### config.mk
export PLATFORM = sky130hd
export DESIGN_NAME = tile_column_ring_refresher
export DESIGN_NICKNAME = d
export VERILOG_FILES = /design/src/hdl/tcrr_pkg.sv /design/src/hdl/tcrr_ram.sv /design/src/hdl/tcrr_mod_unit.sv /design/src/hdl/tile_column_ring_refresher.sv
export SDC_FILE = /design/constraint.sdc
export NUM_CORES = 1
export LEC_CHECK = 0
export BUFFER_PORTS_ARGS = -buffer_cell sky130_fd_sc_hd__buf_2
export CORE_ASPECT_RATIO = 0.75
export CORE_MARGIN = 5
export CORE_UTILIZATION = 61
export DETAILED_ROUTE_END_ITERATION = 8
export PLACE_DENSITY = 0.87
export SLEW_MARGIN = 40
export SYNTH_ARGS = -nofsm -noshare
export SYNTH_HDL_FRONTEND = slang
export SYNTH_SLANG_ARGS = --single-unit
export TNS_END_PERCENT = 100
### constraint.sdc
create_clock -name i_clk -period 5.55 [get_ports i_clk]
set_clock_uncertainty 0.15 [all_clocks]
set_input_delay 0 -clock i_clk [delete_from_list [all_inputs] [get_ports i_clk]]
set_output_delay 0 -clock i_clk [all_outputs]
set_load 0.01 [all_outputs]
### src/hdl/tcrr_pkg.sv
package tcrr_pkg;

    localparam int COLUMNS_DEF = 21;
    localparam int ROWS        = 15;

    localparam int CAM_W    = 16;
    localparam int COL_W    = 12;
    localparam int ROW_W    = 12;
    localparam int FINE_W   = 4;
    localparam int TAG_W    = 8;
    localparam int BUDGET_W = 6;
    localparam int SPRITE_W = 9;
    localparam int MAPCOL_W = 13;
    localparam int WORD_W   = 16;
    localparam int POS_W    = 9;
    localparam int CFG_IDX_W  = 4;
    localparam int CFG_DATA_W = 9;

    localparam logic [BUDGET_W-1:0] BUDGET_RST = BUDGET_W'(10);
    localparam logic [SPRITE_W-1:0] SPRITE_RST = SPRITE_W'(1);
    localparam logic [POS_W-1:0]    Y_BASE     = POS_W'(496);
    localparam logic [6:0]          ROWS_FIELD = 7'(ROWS & 'h3F);

    typedef enum logic [CFG_IDX_W-1:0] {
        CFG_RELOAD_BUDGET = 4'd0,
        CFG_FIRST_SPRITE  = 4'd1
    } t_cfg_reg;

    typedef enum logic [1:0] {
        S_IDLE,
        S_MOD,
        S_READ,
        S_EVAL
    } t_state;

    typedef struct packed {
        logic [CAM_W-1:0] camera_x;
        logic [CAM_W-1:0] camera_y;
        logic [TAG_W-1:0] level_tag;
        logic [TAG_W-1:0] doors_open;
    } t_in_item;

    typedef struct packed {
        logic                reload;
        logic                visible;
        logic [SPRITE_W-1:0] sprite_number;
        logic [MAPCOL_W-1:0] map_column;
        logic [ROW_W-1:0]    map_row;
        logic [WORD_W-1:0]   y_word;
        logic [WORD_W-1:0]   x_word;
        logic                last;
    } t_out_item;

endpackage

### src/hdl/tcrr_ram.sv
module tcrr_ram #(
    parameter int WIDTH = 8,
    parameter int DEPTH = 16
) (
    input  logic                     i_clk,
    input  logic                     i_wr_en,
    input  logic [$clog2(DEPTH)-1:0] i_wr_addr,
    input  logic [WIDTH-1:0]         i_wr_data,
    input  logic                     i_rd_en,
    input  logic [$clog2(DEPTH)-1:0] i_rd_addr,
    output logic [WIDTH-1:0]         o_rd_data
);

    logic [WIDTH-1:0] r_mem [DEPTH];
    logic [WIDTH-1:0] r_rd_data;

    always_ff @(posedge i_clk) begin
        if (i_wr_en) begin
            r_mem[i_wr_addr] <= i_wr_data;
        end
        if (i_rd_en) begin
            r_rd_data <= r_mem[i_rd_addr];
        end
    end

    assign o_rd_data = r_rd_data;

endmodule

### src/hdl/tcrr_mod_unit.sv
module tcrr_mod_unit #(
    parameter int COLUMNS = tcrr_pkg::COLUMNS_DEF
) (
    input  logic                       i_clk,
    input  logic                       i_rst_n,
    input  logic                       i_start,
    input  logic [tcrr_pkg::COL_W-1:0] i_dividend,
    output logic                       o_done,
    output logic [$clog2(COLUMNS)-1:0] o_rem
);
    import tcrr_pkg::*;

    localparam int SLOT_W  = $clog2(COLUMNS);
    localparam int SHIFT   = COL_W + SLOT_W;
    localparam int RECIP_W = COL_W + 1;
    localparam int PROD_W  = COL_W + RECIP_W;
    localparam logic [RECIP_W-1:0] RECIP =
        RECIP_W'(((64'd1 << SHIFT) + 64'(COLUMNS) - 64'd1) / 64'(COLUMNS));

    logic              r_stage;
    logic              r_done;
    logic [COL_W-1:0]  r_div;
    logic [COL_W-1:0]  r_quot;
    logic [SLOT_W-1:0] r_rem;
    logic [PROD_W-1:0] product;
    logic [COL_W-1:0]  back;
    logic [SLOT_W-1:0] n_rem;

    always_comb begin
        product = PROD_W'(i_dividend) * PROD_W'(RECIP);
        back    = r_quot * COL_W'(COLUMNS);
        n_rem   = SLOT_W'(r_div - back);
    end

    always_ff @(posedge i_clk) begin
        if (!i_rst_n) begin
            r_stage <= 1'b0;
            r_done  <= 1'b0;
        end else begin
            r_stage <= i_start;
            r_done  <= r_stage;
        end
    end

    always_ff @(posedge i_clk) begin
        if (i_start) begin
            r_div  <= i_dividend;
            r_quot <= COL_W'(product >> SHIFT);
        end
        if (r_stage) begin
            r_rem <= n_rem;
        end
    end

    assign o_done = r_done;
    assign o_rem  = r_rem;

endmodule

### src/hdl/tile_column_ring_refresher.sv
// channel | dir | handshake                  | payload
// in      | in  | i_in_valid / o_in_ready    | i_in_item  (t_in_item, one frame)
// out     | out | o_out_valid / i_out_ready  | o_out_item (t_out_item, one per slot)
// cfg     | in  | i_cfg_valid / o_cfg_ready  | i_cfg_index, i_cfg_data
//
// A frame runs these steps when results are taken at once: the accept,
// the remainder unit's registered steps (reciprocal multiply, then
// multiply back and subtract) for the starting slot, then a read and an
// evaluate step per slot on the column store (one write, one read port).
// Output stalls hold the evaluate cycle; the next frame is taken once the last
// slot is evaluated, while its result may still wait in the output register.
// Reset resets control, previous-frame state and the config registers;
// the column store is not cleared, the first frame always reloads every slot.
module tile_column_ring_refresher #(
    parameter int COLUMNS = tcrr_pkg::COLUMNS_DEF
) (
    input  logic                            i_clk,
    input  logic                            i_rst_n,
    input  logic                            i_in_valid,
    output logic                            o_in_ready,
    input  tcrr_pkg::t_in_item              i_in_item,
    output logic                            o_out_valid,
    input  logic                            i_out_ready,
    output tcrr_pkg::t_out_item             o_out_item,
    input  logic                            i_cfg_valid,
    output logic                            o_cfg_ready,
    input  logic [tcrr_pkg::CFG_IDX_W-1:0]  i_cfg_index,
    input  logic [tcrr_pkg::CFG_DATA_W-1:0] i_cfg_data
);
    import tcrr_pkg::*;

    localparam int SLOT_W = $clog2(COLUMNS);
    localparam logic [SLOT_W-1:0] LAST_SLOT = SLOT_W'(COLUMNS - 1);

    t_state r_state, n_state;

    logic [BUDGET_W-1:0] r_reload_budget;
    logic [SPRITE_W-1:0] r_first_sprite;

    logic               r_first_frame;
    logic [ROW_W-1:0]   r_prev_row;
    logic [TAG_W-1:0]   r_prev_level;
    logic [TAG_W-1:0]   r_prev_doors;

    logic [COL_W-1:0]    r_col;
    logic [ROW_W-1:0]    r_row;
    logic [FINE_W-1:0]   r_fine_x;
    logic [FINE_W-1:0]   r_fine_y;
    logic                r_full;
    logic [BUDGET_W-1:0] r_budget;
    logic [SLOT_W-1:0]   r_slot;
    logic [SLOT_W-1:0]   r_order;

    logic      r_out_valid;
    t_out_item r_out_item;

    logic in_accept;
    logic mod_start;
    logic mod_done;
    logic ram_rd;
    logic eval_fire;
    logic [SLOT_W-1:0] mod_rem;

    logic [COL_W-1:0]    in_col;
    logic [ROW_W-1:0]    in_row;
    logic                in_full;
    logic [MAPCOL_W-1:0] held;
    logic [MAPCOL_W-1:0] want;
    logic                stale;
    logic                do_reload;
    logic                shown;
    logic                out_free;
    t_out_item           n_out_item;

    assign o_cfg_ready = 1'b1;

    always_ff @(posedge i_clk) begin
        if (!i_rst_n) begin
            r_reload_budget <= BUDGET_RST;
            r_first_sprite  <= SPRITE_RST;
        end else if (i_cfg_valid) begin
            case (i_cfg_index)
                CFG_RELOAD_BUDGET: r_reload_budget <= i_cfg_data[BUDGET_W-1:0];
                CFG_FIRST_SPRITE:  r_first_sprite  <= i_cfg_data[SPRITE_W-1:0];
                default: ;
            endcase
        end
    end

    assign in_col  = i_in_item.camera_x[CAM_W-1:FINE_W];
    assign in_row  = i_in_item.camera_y[CAM_W-1:FINE_W];
    assign in_full = r_first_frame || (in_row != r_prev_row)
                     || (i_in_item.level_tag != r_prev_level)
                     || (i_in_item.doors_open != r_prev_doors);

    assign out_free = !r_out_valid || i_out_ready;

    always_comb begin
        n_state = r_state;
        case (r_state)
            S_IDLE: if (i_in_valid) n_state = S_MOD;
            S_MOD:  if (mod_done) n_state = S_READ;
            S_READ: n_state = S_EVAL;
            S_EVAL: begin
                if (out_free) begin
                    n_state = (r_order == LAST_SLOT) ? S_IDLE : S_READ;
                end
            end
            default: n_state = S_IDLE;
        endcase
    end

    always_comb begin
        o_in_ready = 1'b0;
        ram_rd     = 1'b0;
        eval_fire  = 1'b0;
        case (r_state)
            S_IDLE:  o_in_ready = 1'b1;
            S_READ:  ram_rd = 1'b1;
            S_EVAL:  eval_fire = out_free;
            default: ;
        endcase
    end

    assign in_accept = i_in_valid && o_in_ready;
    assign mod_start = in_accept;

    always_ff @(posedge i_clk) begin
        if (!i_rst_n) begin
            r_state <= S_IDLE;
        end else begin
            r_state <= n_state;
        end
    end

    tcrr_mod_unit #(
        .COLUMNS (COLUMNS)
    ) u_mod (
        .i_clk      (i_clk),
        .i_rst_n    (i_rst_n),
        .i_start    (mod_start),
        .i_dividend (in_col),
        .o_done     (mod_done),
        .o_rem      (mod_rem)
    );

    assign want = MAPCOL_W'(r_col) + MAPCOL_W'(r_order);

    tcrr_ram #(
        .WIDTH (MAPCOL_W),
        .DEPTH (COLUMNS)
    ) u_held (
        .i_clk     (i_clk),
        .i_wr_en   (eval_fire && do_reload),
        .i_wr_addr (r_slot),
        .i_wr_data (want),
        .i_rd_en   (ram_rd),
        .i_rd_addr (r_slot),
        .o_rd_data (held)
    );

    always_comb begin
        stale     = r_full || (held != want);
        do_reload = stale && (r_full || (r_budget != '0));
        shown     = !stale || do_reload;

        n_out_item.reload        = do_reload;
        n_out_item.visible       = shown;
        n_out_item.sprite_number = r_first_sprite + SPRITE_W'(r_slot);
        n_out_item.map_column    = do_reload ? want : held;
        n_out_item.map_row       = r_row;
        n_out_item.last          = (r_order == LAST_SLOT);
        if (shown) begin
            n_out_item.y_word = {Y_BASE + POS_W'(r_fine_y), ROWS_FIELD};
            n_out_item.x_word = {POS_W'({r_order, 4'b0000}) - POS_W'(r_fine_x), 7'b0};
        end else begin
            n_out_item.y_word = '0;
            n_out_item.x_word = '0;
        end
    end

    always_ff @(posedge i_clk) begin
        if (!i_rst_n) begin
            r_first_frame <= 1'b1;
            r_prev_row    <= '0;
            r_prev_level  <= '0;
            r_prev_doors  <= '0;
            r_out_valid   <= 1'b0;
        end else begin
            if (in_accept) begin
                r_first_frame <= 1'b0;
                r_prev_row    <= in_row;
                r_prev_level  <= i_in_item.level_tag;
                r_prev_doors  <= i_in_item.doors_open;
            end
            if (eval_fire) begin
                r_out_valid <= 1'b1;
            end else if (i_out_ready) begin
                r_out_valid <= 1'b0;
            end
        end
    end

    always_ff @(posedge i_clk) begin
        if (in_accept) begin
            r_col    <= in_col;
            r_row    <= in_row;
            r_fine_x <= i_in_item.camera_x[FINE_W-1:0];
            r_fine_y <= i_in_item.camera_y[FINE_W-1:0];
            r_full   <= in_full;
            r_budget <= r_reload_budget;
        end
        if (mod_done) begin
            r_slot  <= mod_rem;
            r_order <= '0;
        end
        if (eval_fire) begin
            r_out_item <= n_out_item;
            r_order    <= r_order + SLOT_W'(1);
            r_slot     <= (r_slot == LAST_SLOT) ? '0 : r_slot + SLOT_W'(1);
            if (do_reload && (r_budget != '0)) begin
                r_budget <= r_budget - BUDGET_W'(1);
            end
        end
    end

    assign o_out_valid = r_out_valid;
    assign o_out_item  = r_out_item;

endmodule

# Yosys cells after proc, flatten, opt, wreduce, memory -nomap -nowiden

Memory sizes are Yosys's and may differ from the RTL's. A register that Yosys moved wholly into a read port is not among the register bits.
Index checks and enable logic that the tools add are counted.

Add/sub/neg operators: 8
Multipliers: 2
Div/mod/pow operators: 0
Magnitude comparators: 0
Equality and inequality tests: 13
Shift operators: 0
Multiplexer cells: 22
Bitwise operators: 0
Reduce and logical (&&, ||, !) cells: 21

Operator list:

| kind                     | count |
|---|---|
| $mux W5                  | 5 |
| $mul A12 B12 Y24 const B | 1 |
| $mux W20                 | 1 |
| $mux W6                  | 3 |
| $ne A8 B8 Y1             | 2 |
| $add A12 B5 Y13          | 1 |
| $mux W13                 | 1 |
| $ne A13 B13 Y1           | 1 |
| $ne A12 B12 Y1           | 1 |
| $add A5 B1 Y5 const B    | 2 |
| $eq A5 B5 Y1 const B     | 2 |
| $add A9 B5 Y9            | 1 |
| $sub A9 B4 Y9            | 1 |
| $mul A8 B5 Y5 const B    | 1 |
| $mux W2                  | 4 |
| $pmux W2 S4              | 1 |
| $logic_or A1 B1 Y1       | 7 |
| $mux W1                  | 7 |
| $add A5 B5 Y6 const A    | 1 |
| $reduce_bool A6 Y1       | 1 |
| $sub A6 B1 Y6 const B    | 1 |
| $sub A5 B5 Y5            | 1 |
| $eq A2 B2 Y1 const B     | 2 |
| $eq A4 B1 Y1 const B     | 1 |
| other kinds (10)         | 17 |

Register bits: 177
Bits in latches: 0
Memory bits (writable): 273
Memory bits (read-only): 0
Input port bits: 66
Output and inout port bits: 72
Word-level logic and storage cells: 97
Memories: 1

Memory list:

| name         | depth | bits a word | read ports | clocked after Yosys merged registers in | wr ports | RTL line       | source |
|---|---|---|---|---|---|---|---|
| u_held.r_mem | 21    | 13          | 1          | 1                                       | 1        | tcrr_ram.sv:14 | `logic [WIDTH-1:0] r_mem [DEPTH];` |

# Depth between registers and ports, before layout

Gate-level depths: netlist of the first run.

Word-level depth: 7
Depth in mapped cells: 17
Depth with buffers taken out: 17

# Modules after synthesis

From an unflattened synthesis of the first run, not the netlist that was laid out.

Cells, all modules: 1371
Area total of the unflattened synthesis: 20584.7 sq um

By module, submodules not included:

| module                     | times used | cells an instance | area each (sq um) |
|---|---|---|---|
| tcrr_ram                   | 1          | 525               | 11146.9 |
| tile_column_ring_refresher | 1          | 630               | 7084.3 |
| tcrr_mod_unit              | 1          | 216               | 2353.5 |

# Worst setup path after synthesis of the first run

No wires, ideal clock.

Path type: reg-to-reg
Start: register r_order[0]
End: memory u_held.r_mem[15][0] (netlist name), enable pin
Arrival: 3906 ps
Setup slack: 1094 ps
Stages on the path, launching flop included: 14
Path through: edfxtp_1 -> ha_1 -> inv_1 -> fa_1 -> xnor2_1 -> xor2_1 -> a21oi_1 -> o211a_1 -> o2111ai_1 -> nor4_4 -> nor3_1 -> clkbuf_1 -> nand2_1 -> nor3_1

Longest elaborated chain between the ends: 7

Ends and longest elaborated chain:

| what                          | RTL line                          | source |
|---|---|---|
| start: declaration            | tile_column_ring_refresher.sv:52  | `logic [SLOT_W-1:0] r_order;` |
| start signal: assignment      | tile_column_ring_refresher.sv:219 | `r_order <= r_order + SLOT_W'(1);` |
| $add A12 B5 Y13               | tile_column_ring_refresher.sv:147 | `assign want = MAPCOL_W'(r_col) + MAPCOL_W'(r_order);` |
| net u_held.i_wr_data[2]       | tcrr_ram.sv:8                     | `input logic [WIDTH-1:0] i_wr_data,` |
| $ne A13 B13 Y1                | tile_column_ring_refresher.sv:163 | `stale = r_full \|\| (held != want);` |
| $logic_or A1 B1 Y1            | tile_column_ring_refresher.sv:163 |  |
| $logic_and A1 B1 Y1           | tile_column_ring_refresher.sv:164 | `do_reload = stale && (r_full \|\| (r_budget != '0));` |
| $logic_and A1 B1 Y1           | tile_column_ring_refresher.sv:154 | `.i_wr_en (eval_fire && do_reload),` |
| $mux W1                       | tcrr_ram.sv:18                    | `if (i_wr_en) begin` |
| $mux W1 (implied by the code) | tcrr_ram.sv:19                    | `r_mem[i_wr_addr] <= i_wr_data;` |
| end: declaration              | tcrr_ram.sv:14                    |  |

The timed path passes the listed nets, and every way through them passes these cells.

# Worst setup path after layout of the first run

Start: register r_order[0]
End: memory u_held.r_mem[17][9] (netlist name), enable pin

Longest elaborated chain between the ends: 7

Ends and longest elaborated chain:

| what                          | RTL line |
|---|---|
| $add A12 B5 Y13               | tile_column_ring_refresher.sv:147 |
| $ne A13 B13 Y1                | tile_column_ring_refresher.sv:163 |
| $logic_or A1 B1 Y1            | tile_column_ring_refresher.sv:163 |
| $logic_and A1 B1 Y1           | tile_column_ring_refresher.sv:164 |
| $logic_and A1 B1 Y1           | tile_column_ring_refresher.sv:154 |
| $mux W1                       | tcrr_ram.sv:18 |
| $mux W1 (implied by the code) | tcrr_ram.sv:19 |

No other way between the ends.

==> results.md, run 1 <==
- The run finished with clean final reports.
- The time the worst path needs with I/O delays and setup is 4.71 ns.
- CTS placed an instance of sky130_fd_sc_hd__clkbuf_16 at the clock tree root.
- The number of max-slew violations in the final report is 0.
- Setup slack on the worst reg-to-reg path comes out at 0.84 ns.
- The count of clock tree sinks is 445.
- Of the total power, the clock network draws 0.349.
- For the worst setup path, the data arrival time is 4.74 ns.
- The proportion of synthesized chip area in sequential cells is 0.644.
- The number of top-level pins is 138.
- The first global-routing pass estimated 72700 um of wire.
- The total grt overflow is 0.
- The initial antenna violation count is 2.
- The final weighted congestion in routability-driven placement is 0.896.
- Summed over all nets, the switching power comes to 1.95 mW.
- The first TritonRoute pass finished after 6 iterations.
- The cell count after synthesis came out at 1286.
- The overall power consumption is 7.76 mW.
- The internal power of the cells totals 5.81 mW.
- The placeable core region is 32300 um^2.
- The count of cells along the worst register-to-register path is 12.
- Buffers added to address setup during post-CTS repair amount to 0.
- The total cell area at the placement stage is 21000 um^2.
- Among all cell types in the netlist, the one instantiated most often is sky130_fd_sc_hd__edfxtp_1.
- The instance count along the most critical hold path is 2.
- The type of the tightest min-delay check is primary input to flop.
- Of the cells placed in the final design, the portion with a size suffix greater than 1 is 0.203.
- The top-area cell type share of the netlist area is 0.589.
- The total met2 wirelength after detailed routing is 23300 um.
- Power spread over the standard cell area amounts to 336 nW/um^2.
- The primary flip-flop cell chosen by synthesis mapping is sky130_fd_sc_hd__edfxtp_1.
- The clock tree from TritonCTS is built.
- The vertical extent of the die is 166 um.
- The post-synthesis cell type count is 63.
- The maximum VDD drop is 0.355 mV.
- The maximum clock rate is 212 MHz.
- The H-tree was split into 2 levels.
- The cell count after placement is 1818.
- The global-route usage over all layers is 0.261.
- The worst setup path is of the flop to flop kind.
- For this run, the number of Yosys warnings is 0.
- The transition at the pin with the smallest max-transition slack is 0.815 ns.
- The net count of the finished layout is 1678.
- The synthesized design contains 445 register bits.
- The synthesized design contains 390 enable-type register cells.
- The number of buffers inserted during clock tree synthesis is 41.
- Compared with the post-synthesis result, the final layout area differs by 16.1%.
- The mean area per synthesized cell is 15.5 um^2.
- Clock latency on the worst-skew pair, taken at its later pin, is 0.55 ns.
- STA classifies the critical path endpoint as a flop.
- Counting instances in the post-synthesis netlist gives the leading cell types as 390 x sky130_fd_sc_hd__edfxtp_1, 109 x sky130_fd_sc_hd__nand2_1, 93 x sky130_fd_sc_hd__ha_1.
- The length of routed wiring on met1 is 18100 um.
- Of the total power, combinational logic draws 0.155.
- In this run the tightest slew margin relative to its limit is 0.456.
- The number of buffers on the longest clock path is 3.
- Summed over all cells, the static leakage comes to 8.52 nW.
- The uppermost signal routing layer after detailed routing is met4.
- The remaining antenna violation count after routing is 0.
- The number of remaining DRC errors is 0.
- Summing every instance area after synthesis gives 19900 um^2.
- The number of global-route vias before repair is 12300.
- STA puts the critical path data required time at 5.59 ns.
- The final non-filler cell total is 1975.
- In the routed layout, each cell is associated on average with a via count of 6.07.
- In this run the core area contains 57 standard-cell rows.
- The number of hold violations in the final report is 0.
- The wire length per cell is 24.1 um.
- Summed over all instances, the cell type with the most area after synthesis is sky130_fd_sc_hd__edfxtp_1.
- The path with the worst hold slack has its endpoint at r_fine_x[2].
- The source of the worst register-to-register timing path is r_order[0].
- The initial core utilization is 0.616.
- The final layout contains routed wiring with a total length of 47600 um.
- The total negative setup slack is 0 ns.
- After synthesis, the cell types taking the most area are sky130_fd_sc_hd__edfxtp_1 59%, sky130_fd_sc_hd__mux4_2 7.4%, sky130_fd_sc_hd__ha_1 5.8%, sky130_fd_sc_hd__dfxtp_1 5.5%, sky130_fd_sc_hd__xnor2_1 2.6%.
- The final cell area excluding filler cells is 23100 um^2.
- In this run the critical register-to-register path is captured at u_held.r_mem[17][9].
- The worst setup path is launched from a flop.
- Entering global routing, the biggest net connects 67 pins.
- Setup repair after global routing left no endpoint under its margin.
- The total die area is 36400 um^2.
- The async set or reset register ratio after synthesis is 0.
- Clock-pin slew was measured on the worst setup and hold paths at 0.06 ns.
- Max-cap violations in this run came to 0.
- The part of the cycle the worst path needs is 0.848.
- The wire length on met3 is 4760 um.
- The startpoint of the most critical hold path is i_in_item[34].
- Along the worst path, the maximum fanout reaches 20.
- After legalization and detailed placement, the total HPWL measured 28500 um.
- From left edge to right edge, the die measures 219 um.
- The initial detailed-routing violation count is 1389.
- The routed layout has 12000 vias.
- Of the total power, the share spent switching nets is 0.251.
- Setup violations remaining at the end of the flow were counted as 0.
- The power share of the sequential group is 0.496.
- Port buffering added 126 buffers.
repair_timing:
| item | 4_1_cts | 5_1_grt |
|---|---|---|
| hold endpoints to repair | 83 | 0 |
| resized for setup | 0 | 0 |
| hold buffers | 81 | 0 |
| endpoints found under the setup margin | 0 | 0 |
power groups by stage:
stage	clock, mW	sequential, mW	combinational [mW]
after floorplan	0	3.90	0.790
after global placement	0	3.92	1.08
after detailed placement	0	3.92	1.13
after CTS	2.71	3.85	1.19
after global routing	2.88	3.86	1.33
final	2.71	3.85	1.20
layout make-up:
type | instances | area (um^2)
tap | 442 | 553
clock buffer | 54 | 1110
antenna | 2 | 5.00
sequential | 445 | 12800
inverter | 65 | 245
clock inverter | 20 | 155
timing repair buffer | 230 | 1630
multi-input combinational | 717 | 6610
fill | 1883 | 9200
state kept, by name (all words and copies together) (netlist names):
signal            cells
r_prev_level          8
r_budget              6
r_slot                5
r_fine_x              4
o_out_item           51
u_mod.r_div          12
u_held.o_rd_data     13
r_reload_budget       6
r_row                12
r_order               5
r_prev_row           12
r_state               2
r_full                1
r_prev_doors          8
r_fine_y              4
u_held.r_mem        273
u_mod.o_done          1
o_out_valid           1
u_mod.o_rem           5
r_first_frame         1
r_first_sprite        9
u_mod.r_quot          5
u_mod.r_stage         1
worst max path at each step:
| stage | from | endpoint | slack, ns | cells past startpoint |
|---|---|---|---|---|
| 6_report | r_order[0] | u_held.r_mem[17][9] | 0.84 | 12 |
| 5_1_grt | i_in_item[44] | u_mod.r_quot[4] | 0.59 | 19 |
| 4_1_cts | r_order[0] | u_held.r_mem[1][12] | 0.98 | 12 |
| 3_5_place_dp | i_in_item[43] | u_mod.r_quot[4] | 0.97 | 18 |
| 3_3_place_gp | i_in_item[43] | u_mod.r_quot[4] | 1.07 | 18 |
| 2_1_floorplan | r_order[0] | u_held.r_mem[15][0] | 1.09 | 13 |
routing by layer:
layer  GRT usage  up-vias
met5     0.00667        -
met1       0.354     5989
met4      0.0770        0
met3      0.0595      106
li1            -     5229
met2       0.429      670
through the flow:
step	worst slack, ns	hold slack [ns]	util
6_report	0.844	0.0325	0.715
3_5_place_dp	0.974	0.0283	0.651
3_3_place_gp	1.07	0.0265	0.650
4_1_cts	0.982	0.00767	0.715
5_1_grt	0.587	0.0161	0.715
2_1_floorplan	1.09	-0.0511	-
critical path: stages (launching register included):
cell and delay [ns]:
sky130_fd_sc_hd__edfxtp_1 0.50, sky130_fd_sc_hd__ha_2 0.26, sky130_fd_sc_hd__inv_1 0.06, sky130_fd_sc_hd__fa_1 0.40, sky130_fd_sc_hd__and2b_1 0.25, sky130_fd_sc_hd__o311a_1 0.28, sky130_fd_sc_hd__o21ai_0 0.22, sky130_fd_sc_hd__a31oi_1 0.23
sky130_fd_sc_hd__or4b_2 0.63, sky130_fd_sc_hd__nor4_4 0.54, sky130_fd_sc_hd__nor3_1 0.13, sky130_fd_sc_hd__buf_4 0.25, sky130_fd_sc_hd__and3_1 0.44
placed cells by master, fill, tap and decap left out, types with 7 or more instances in the layout:
cell type                       count
sky130_fd_sc_hd__dlygate4sd3_1     81
sky130_fd_sc_hd__fa_1              19
sky130_fd_sc_hd__xnor2_1           58
sky130_fd_sc_hd__buf_4             22
sky130_fd_sc_hd__mux2_2            20
sky130_fd_sc_hd__xor2_1            26
sky130_fd_sc_hd__buf_2            126
sky130_fd_sc_hd__nand2_1          109
sky130_fd_sc_hd__a22oi_1           27
sky130_fd_sc_hd__nor3_1            10
sky130_fd_sc_hd__a21boi_0          29
sky130_fd_sc_hd__mux4_2            65
sky130_fd_sc_hd__a21oi_1           21
sky130_fd_sc_hd__clkbuf_16         42
sky130_fd_sc_hd__inv_1             62
sky130_fd_sc_hd__and3_1            23
sky130_fd_sc_hd__conb_1            11
sky130_fd_sc_hd__nand3_1           26
sky130_fd_sc_hd__edfxtp_1         390
sky130_fd_sc_hd__nor4_1             8
sky130_fd_sc_hd__ha_1              92
sky130_fd_sc_hd__o21ai_0           14
sky130_fd_sc_hd__clkinv_1          13
sky130_fd_sc_hd__nand2b_1           9
sky130_fd_sc_hd__clkbuf_1          11
sky130_fd_sc_hd__nand4_1            7
sky130_fd_sc_hd__mux2i_1           17
sky130_fd_sc_hd__nor2_1            30
sky130_fd_sc_hd__dfxtp_1           55
sky130_fd_sc_hd__nor2b_1           22
cells by family (layout without fill, tap and decap cells):
group | after synthesis | in the layout | share of synthesized area
xor gates and xnor gates | 87 | 87 | 0.0397
and+or+nand+nor | 267 | 267 | 0.0659
DFF | 445 | 445 | 0.644
other | 2 | 13 | 0.000377
adders and majority gates | 112 | 112 | 0.0776
buffers and inverters | 133 | 369 | 0.0292
muxes | 105 | 105 | 0.0957
AOI/OAI and AO/OA | 135 | 135 | 0.0477
(Power assumes the default switching activity.)
==> run 2, diff against run 1 <==
Settings changed: ABC_AREA set to 1.
Clock period 5.55 ns to 4.9 ns, I/O delays scaled along.
==> results.md, run 2 <==
- The compound-cell area share of the yosys netlist is 0.101.
- Once placement finished, the instance area stood at 21400 um^2.
- The xor/xnor share of the synthesized area is 0.0229.
- The aggregate routed wire length is 55800 um.
- The busiest layer in global routing is met2.
- The net count of the finished layout is 2184.
- The die covers 36900 um^2.
- Sorting the synthesized cells by how often they occur yields 390 x sky130_fd_sc_hd__edfxtp_1, 238 x sky130_fd_sc_hd__nand2_1, 231 x sky130_fd_sc_hd__nor2_1.
- The launching element of the worst setup path is r_order[0].
- Synthesis produced 1783 cells.
- The vias after detailed routing is 15400.
- The number of max-cap violations is 0.
- The part of the cycle the worst path needs is 0.811.
- After filler insertion, the fill cell instance count of the layout stands at 1910.
- The synthesized design contains 390 enable-type register cells.
- In this run the standard cell core region covers 32500 um^2.
- The synthesis warning total is 0.
- The top-area cell type share of the netlist area is 0.580.
- The end of the worst register-to-register path is u_held.r_mem[11][12].
- The number of detailed-routing iterations run before antenna repair is 9.
- The run finished with clean final reports.
- The analysis attributes to net switching a power of 2.46 mW.
- The number of top-level pins is 138.
- The area of the multi-input gates is 6450 um^2.
- The number of buffers inserted during clock tree synthesis is 42.
- The count of nets left with antenna violations once routing finished came out at 0.
- The routing usage on met3 is 0.0605.
- The number of hold violations in the final report was 0.
- The mapped cell area is 20200 um^2.
- For this run, the total global-route usage over all layers was measured as 0.298.
- The critical path ends at u_held.r_mem[11][12].
- The met2 routing resource usage after global routing is 0.470.
- The primary flip-flop cell chosen by synthesis mapping is sky130_fd_sc_hd__edfxtp_1.
- At the end of routability-driven placement, the weighted congestion stood at 0.905.
- The sequential cells in the finished layout cover a total of 12800 um^2.
- The area growth from synthesis to layout is 16.8%.
- The share of synthesized cell area in full adder, half adder and majority cells is 0.0765.
- The tree is rooted in a sky130_fd_sc_hd__clkbuf_16.
- The H-tree level count is 2.
- Counting both buffers and inverters, the worst setup path holds a total of 3.
- The number of resized instances in the post-cts repair step is 0.
- For the worst flop-to-flop path, the logic depth is 17.
- The net switching share of the total power is 0.269.
- The proportion of power drawn by combinational gates is 0.169.
- The post-synthesis cell type count is 44.
- Walking the worst path, the cells encountered are ha_1, inv_1, fa_1, inv_1, nand3_1, nand2_1, nand2_1, nand2_1, buf_4, nand2_1, nand2_1, nor2_1, nand2_1, nor2_2, nand3_4, nand3_1, nor2_2.
- The clock tree from TritonCTS is built.
- Leaving out fill and tap cells, the most frequent cell in the layout is sky130_fd_sc_hd__edfxtp_1.
- Setup violations remaining at the end of the flow were counted as 0.
- In the layout the commonest cells are 390 x sky130_fd_sc_hd__edfxtp_1, 237 x sky130_fd_sc_hd__nand2_1, 227 x sky130_fd_sc_hd__nor2_1.
- The initial detailed-routing violation count is 2616.
- In the final layout, the share of cells above drive strength 1 is 0.131.
- The first global-routing pass estimated 85300 um of wire.
- STA classifies the critical path endpoint as a flop.
- The cell leakage power is 9.09 nW.
- The async set or reset register ratio after synthesis is 0.
- The most prevalent standard cell on the critical path is sky130_fd_sc_hd__nand2_1.
- The source of the worst register-to-register timing path is r_order[0].
- For this design, the slowest cell found on the critical path is sky130_fd_sc_hd__nor2_2.
- The share of total power dissipated in sequential elements is 0.477.
- The portion of synthesized area spent on multiplexers is 0.000496.
- Along the worst path, the maximum fanout reaches 23.
- The clock transition at the registers of the reported paths is 0.07 ns.
- The biggest area contributor in the post-synthesis netlist is sky130_fd_sc_hd__edfxtp_1.
- The share of total power dissipated in the clock network is 0.353.
- For this run, global-route usage on met1 was measured as 0.406.
- The flip-flop count of the largest register after layout is 273.
- The total grt overflow is 0.
- The number of global-route vias before repair is 14900.
- Counting along the longest clock path gives a buffer depth of 3.
- The later pin in the worst-skew pair is clocked with a latency of 0.56 ns.
- The register containing the most flip-flops in the final layout is u_held.r_mem.
- Headroom to the max-slew limit came out at 0.439.
- The count of clock tree sinks is 445.
- The worst hold path belongs to the class primary input to flop.
- The post-detailed-route via-to-cell ratio is 6.21.
- The number of max-slew violations in the final report was 0.
- Power spread over the standard cell area amounts to 389 nW/um^2.
- The count of port buffers added during placement is 126.
- Setup repair after global routing left no endpoint under its margin.
- On the worst path, the slowest cell contributes a delay of 0.72 ns.
- The floorplan has 57 rows.
- The cell with the most instances after synthesis is sky130_fd_sc_hd__edfxtp_1.
- The family with the most delay on the worst path is simple AND/OR/NAND/NOR gates.
- Timing would allow up to 252 MHz.
- IR analysis of the VDD net gives a maximum drop of 0.273 mV.
- The wire length per cell is 22.5 um.
- Entering global routing, the biggest net connects 95 pins.
- For the pin with the worst max-slew slack, the measured transition is 0.842 ns.
- For this run, design rule violations remaining after detail routing come to 0.
- The final cell area excluding filler cells is 23600 um^2.
- The synthesis-stage register bit count is 445.
- Of the total synthesized cell area, the portion taken by AND, OR, NAND and NOR gates is 0.115.
- A synthesized cell averages 11.3 um^2.
- The main combinational cell family by area after synthesis is simple AND/OR/NAND/NOR gates.
- Counting buffers and inverters, the worst setup path is 17 cells deep.
- STA classifies the critical path startpoint as a flop.
- The proportion of synthesized chip area in sequential cells is 0.635.
- The initial utilization of the core area, before any placement, comes to 0.621.
- Cell internal power was estimated by the tool at 6.70 mW.
- The time the worst path needs with I/O delays and setup is 3.98 ns.
- In the final timing run, aggregate negative setup slack is 0 ns.
- The vertical extent of the die is 168 um.
- The overall die width is 220 um.
- The worst setup path category is flop to flop.
- Yosys attributes the largest share of cell area to sky130_fd_sc_hd__edfxtp_1 58%, sky130_fd_sc_hd__ha_1 5.8%, sky130_fd_sc_hd__dfxtp_1 5.5%, sky130_fd_sc_hd__o21ai_0 5.2%, sky130_fd_sc_hd__nand2_1 4.4%.
- The initial antenna violation count is 4.
- The critical path data required time is 4.93 ns.
- In this run the register-to-register setup slack is 0.92 ns.
- Summed over all nets, the half-perimeter wirelength after detailed placement is 32800 um.
- STA puts the critical path data arrival time at 4.00 ns.
## run 2: worst min-delay path by stage
stage                  startpoint           to  slack (ns)  cells after the start
detailed placement  i_in_item[16]  r_fine_y[0]        0.03                      1
floorplan           i_in_item[32]  r_fine_x[0]       -0.05                      0
global route        i_in_item[19]  r_fine_y[3]        0.02                      2
global placement    i_in_item[19]  r_fine_y[3]        0.03                      1
finish              i_in_item[33]  r_fine_x[1]        0.02                      2
CTS                 i_in_item[33]  r_fine_x[1]       0.005                      2
## run 2: power groups by stage
stage	Combinational, mW	Sequential (mW)	Clock [mW]
6_report	1.55	4.37	3.24
2_1_floorplan	0.987	4.42	0
4_1_cts	1.48	4.36	3.21
3_5_place_dp	1.41	4.44	0
3_3_place_gp	1.31	4.44	0
5_1_grt	1.69	4.37	3.42
## run 2: repair_timing
item	4_1_cts	5_1_grt
endpoints found under the hold margin	82	0
hold buffers	85	0
setup buffers	0	0
## run 2: area by class of cell
| type | count | area share |
|---|---|---|
| Antenna cell | 3 | 0.000319 |
| Clock buffer | 55 | 0.0488 |
| Clock inverter | 21 | 0.00796 |
| Inverter | 148 | 0.0237 |
| Multi-Input combinational cell | 1111 | 0.274 |
| Sequential cell | 445 | 0.544 |
| Tap cell | 442 | 0.0235 |
| Timing Repair Buffer | 258 | 0.0785 |
## run 2: per-stage QoR
stage,hold WS (ns),utilization,instances,power (mW),setup slack (ns)
2_1_floorplan,-0.0511,-,1792,5.41,1.38
3_3_place_gp,0.0304,0.657,2319,5.75,0.956
3_5_place_dp,0.0324,0.657,2319,5.85,1.02
4_1_cts,0.00481,0.724,2480,9.06,0.979
5_1_grt,0.0248,0.725,2483,9.49,0.652
6_report,0.0193,0.725,2483,9.16,0.925
## run 2: cells by family after synthesis
group                    after synthesis
XOR/XNOR                              51
flip-flops                           445
other                                  2
adder cells (fa/ha/maj)              112
buffers and inverters                236
multiplexers                           1
AND/OR/NAND/NOR                      568
AO/OA/AOI/OAI                        368
## run 2: routing by layer
layer	vias up	share of wire	wire, um
li1	6695	-	-
met1	7325	0.37	20700
met2	1175	0.46	25600
met3	227	0.12	6580
met4	2	0.051	2850
met5	-	0.00025	14
